[src/design/pstd_ram.sv]
// Generic simple dual-port RAM with one write port and a registered read port.
module pstd_ram #(
   parameter int WIDTH = 8,
   parameter int DEPTH = 256
) (
   input  logic                     clock,
   input  logic                     wr_en,
   input  logic [$clog2(DEPTH)-1:0] wr_addr,
   input  logic [WIDTH-1:0]         wr_data,
   input  logic [$clog2(DEPTH)-1:0] rd_addr,
   output logic [WIDTH-1:0]         rd_data
);

   logic [WIDTH-1:0] mem_ff [DEPTH];
   logic [WIDTH-1:0] rd_data_ff;

   always_ff @(posedge clock) begin
      if (wr_en) begin
         mem_ff[wr_addr] <= wr_data;
      end
      rd_data_ff <= mem_ff[rd_addr];
   end

   assign rd_data = rd_data_ff;

endmodule

[config.mk]
export PLATFORM = sky130hd
export DESIGN_NAME = pstd_ram
export DESIGN_NICKNAME = d
export VERILOG_FILES = /design/src/design/pstd_ram.sv
export SDC_FILE = /design/constraint.sdc
export NUM_CORES = 2
export LEC_CHECK = 0
export BUFFER_PORTS_ARGS = -buffer_cell sky130_fd_sc_hd__clkbuf_2
export CAP_MARGIN = 20
export CORE_MARGIN = 8
export CORE_UTILIZATION = 30
export DETAILED_ROUTE_END_ITERATION = 8
export GPL_ROUTABILITY_DRIVEN = 0
export MAX_ROUTING_LAYER = met4
export PLACE_DENSITY = 0.49
export SYNTH_ARGS = -nofsm -noshare
export SYNTH_HDL_FRONTEND = slang
export SYNTH_SLANG_ARGS = --single-unit
[constraint.sdc]
create_clock -name clock -period 5.8 [get_ports clock]
set_clock_uncertainty 0.2 [all_clocks]
set_input_delay 0.29 -clock clock [delete_from_list [all_inputs] [get_ports clock]]
set_output_delay 0.29 -clock clock [all_outputs]
set_load 0.1 [all_outputs]
==> results.py <==
metrics = {
    "cts": {
        "clkLatencyLatePin_ns": 0.86,
        "htree_levels": 4,
        "clkTransAtPathRegs_ns": 0.06,
        "cts_buffers": 211,
        "cts_resized": 0,
        "cts_setup_buffers": 0,
        "cts_hold_buf": 10,
        "cts-root-buf": "clkbuf_16",
        "cts.sinks": 2056,
        "cts_tree": "yes",
        "cts.path.max_buffers": 3,
    },
    "route": {
        "drtPass1Iterations": 6,
        "drt_wl_total_mm": 214,
        "route.detailed.drc": 0,
        "viasPerCell": 5.04,
        "post_drt_wl_per_cell_um": 28.2,
        "ant_nets": 0,
        "num_vias": 38300,
        "drtIter0Drc": 3943,
    },
    "synth": {
        "ys_seq_area_frac": 0.775,
        "yosysTopAreaCell": "edfxtp_1",
        "synthArstFlopShare": 0,
        "synth-seq-cells": 2056,
        "yosysWarnings": 0,
        "yosysUniqueCellTypes": 55,
        "synth_flop_cell": "edfxtp_1",
        "synth_area_leaders": "edfxtp_1, mux4_2, mux2i_1, nor2_1, a22oi_1",
        "postSynthAreaPerCell_um2": 21.3,
        "synth.net_count": 3759,
        "syn-cell-area_mm2": 0.0796,
        "synth_top_area_share": 0.773,
        "synth_edf_count": 2048,
        "synthCells": 3733,
    },
    "pwr": {
        "p_leak_nw": 27.4,
        "p_per_area_mw_per_mm2": 346,
        "peakVddDrop_mv": 0.252,
    },
    "setup_path": {
        "regToRegSetupSlack_ns": 2.61,
        "worstRegToRegCells": 6,
        "crit_path_end_kind": "flop",
        "crit_fanout": 52,
        "worstPathRequired_ns": 6.30,
        "crit_arrival_ns": 3.97,
        "timing.rr.end": "rd_data[5]$_DFF_P_",
        "startpoint_type": "input pin",
        "r2r-start": "mem_ff[82][5]$_DFFE_PP_",
        "critPathKind": "in -> reg",
    },
    "timing": {
        "post-route-min-period_ns": 3.47,
        "setup_tns_ns": 0,
        "finalCritPeriodShare": 0.598,
        "fmax_mhz": 288,
        "slew_violations": 0,
        "worstMarginPinSlew_ns": 1.21,
        "hold_violations": 0,
        "grt_setup_unrepaired": "no",
        "finalSetupViolCount": 0,
        "slew_headroom": 0.187,
    },
    "min_path": {
        "hold_class": "in -> reg",
        "whs_path_depth": 3,
        "min_from": "wr_addr[1]",
        "hold-path-endpoint": "mem_ff[163][7]$_DFFE_PP_",
    },
    "floorplan": {
        "ios": 34,
        "row_count": 189,
        "die_w_um": 531,
        "dieArea_mm2": 0.282,
        "initial_core_util": 0.301,
        "die_y_um": 531,
        "core_mm2": 0.264,
    },
    "job": {
        "max_cap_violations": 0,
    },
    "grt": {
        "grt_pass1_vias": 39200,
        "track_usage": 0.154,
        "grt_max_degree": 197,
        "antenna_found_initial": 15,
        "gr-total-overflow": 0,
        "grt_pass1_wl_mm": 304,
    },
    "status": {
        "outcome": "finished, final reports clean",
    },
    "placed_design": {
        "dpl.hpwl_mm": 129,
        "dpl_cell_area_mm2": 0.0839,
        "portBuffers": 33,
    },
    "layout": {
        "stdcell_area_mm2": 0.0909,
        "area_delta_synth_final_pct": 14.3,
        "utilization": 0.344,
        "nets": 3902,
        "drive_gt1_frac": 0.227,
    },
}
-- cells in the mapped netlist, drive strengths merged (28+ instances only) --
cell and n:
o22ai 28, nor2 282, a21oi 96, buf 122, a22oi 133, clkbuf 111, o221ai 47, mux4 456
nand3 34, edfxtp 2048, nand2 33, nor2b 31, mux2i 134
-- worst max path at each step --
stage / startpoint / end / depth (start not counted)
2_1_floorplan: rd_addr[0] / rd_data[2]$_DFF_P_ / 9
3_3_place_gp: rd_addr[0] / rd_data[4]$_DFF_P_ / 8
3_5_place_dp: rd_addr[0] / rd_data[5]$_DFF_P_ / 9
4_1_cts: rd_addr[0] / rd_data[5]$_DFF_P_ / 9
5_1_grt: rd_addr[0] / rd_data[5]$_DFF_P_ / 9
6_report: rd_addr[0] / rd_data[5]$_DFF_P_ / 9
-- cell type report --
class,instances,area [um2]
Timing Repair Buffer,163,1450
Fill cell,24800,173000
Clock inverter,106,1170
Antenna cell,6,15.0
Sequential cell,2056,61700
Clock buffer,280,5660
Multi-Input combinational cell,1442,16500
Inverter,2,7.51
Tap cell,3533,4420
-- logic make-up (layout without fill, tap and decap cells) --
group,after synthesis,count (layout),share of synthesized area
flip-flops,2056,2056,0.775
other,0,6,0
AND/OR/NAND/NOR,466,466,0.0263
buffers and inverters,235,551,0.0183
AO/OA/AOI/OAI,385,385,0.0342
multiplexers,591,591,0.146
-- worst max-delay path, stage by stage --
cell,delay [ns]
buf_8,0.57
buf_4,0.43
buf_4,0.30
mux4_2,0.57
a22oi_1,0.32
a21oi_1,0.22
a211oi_1,0.76
buf_4,0.30
nor4_1,0.06
-- cell usage in the layout, fill, tap and decap left out, types with 12 or more instances in the layout --
cell type	netlist	routed
nor3_1	22	22
a22oi_1	133	133
nor2b_1	31	28
clkbuf_1	111	60
a21oi_1	96	96
buf_4	27	105
clkinv_2	0	27
mux2i_1	134	134
nand2_1	33	33
edfxtp_1	2048	2048
bufinv_16	0	20
o22ai_1	28	28
clkinv_1	1	40
o221ai_1	46	46
nand3_1	34	30
nor4_1	24	22
a211oi_1	16	16
clkbuf_16	0	214
buf_12	8	12
clkbuf_2	0	21
mux4_2	454	454
a221oi_1	13	13
nor2_1	282	279
-- state kept, by name, indices dropped and copies added (netlist names) --
register  count
mem_ff     2048
rd_data       8
-- per-stage QoR --
step / worst slack, ns / hold WS [ns] / power [mW] / instances
2_1_floorplan: 3.37 / 0.189 / 17.6 / 3733
3_3_place_gp: 0.839 / 0.534 / 18.3 / 7179
3_5_place_dp: 1.38 / 0.542 / 18.3 / 7183
4_1_cts: 2.32 / 0.00853 / 31.8 / 7579
5_1_grt: 2.33 / 0.0530 / 32.4 / 7585
6_report: 2.33 / 0.0896 / 31.5 / 7588
-- power breakdown --
| part | leakage, nW | internal (mW) | total (mW) | switching, mW |
|---|---|---|---|---|
| clock network | 3.30 | 7.75 | 13.5 | 5.73 |
| logic | 5.66 | 0.501 | 1.59 | 1.09 |
| registers | 18.5 | 16.4 | 16.4 | 0.0277 |
-- per-layer routing --
metal / vias to the layer above / share of wire / track usage
li1: 16000 / - / -
met1: 20800 / 0.44 / 0.207
met2: 1138 / 0.48 / 0.244
met3: 290 / 0.055 / 0.0278
met4: 0 / 0.022 / 0.0353
met5: - / 0 / -
No activity file was read; power rests on OpenSTA's default activity.
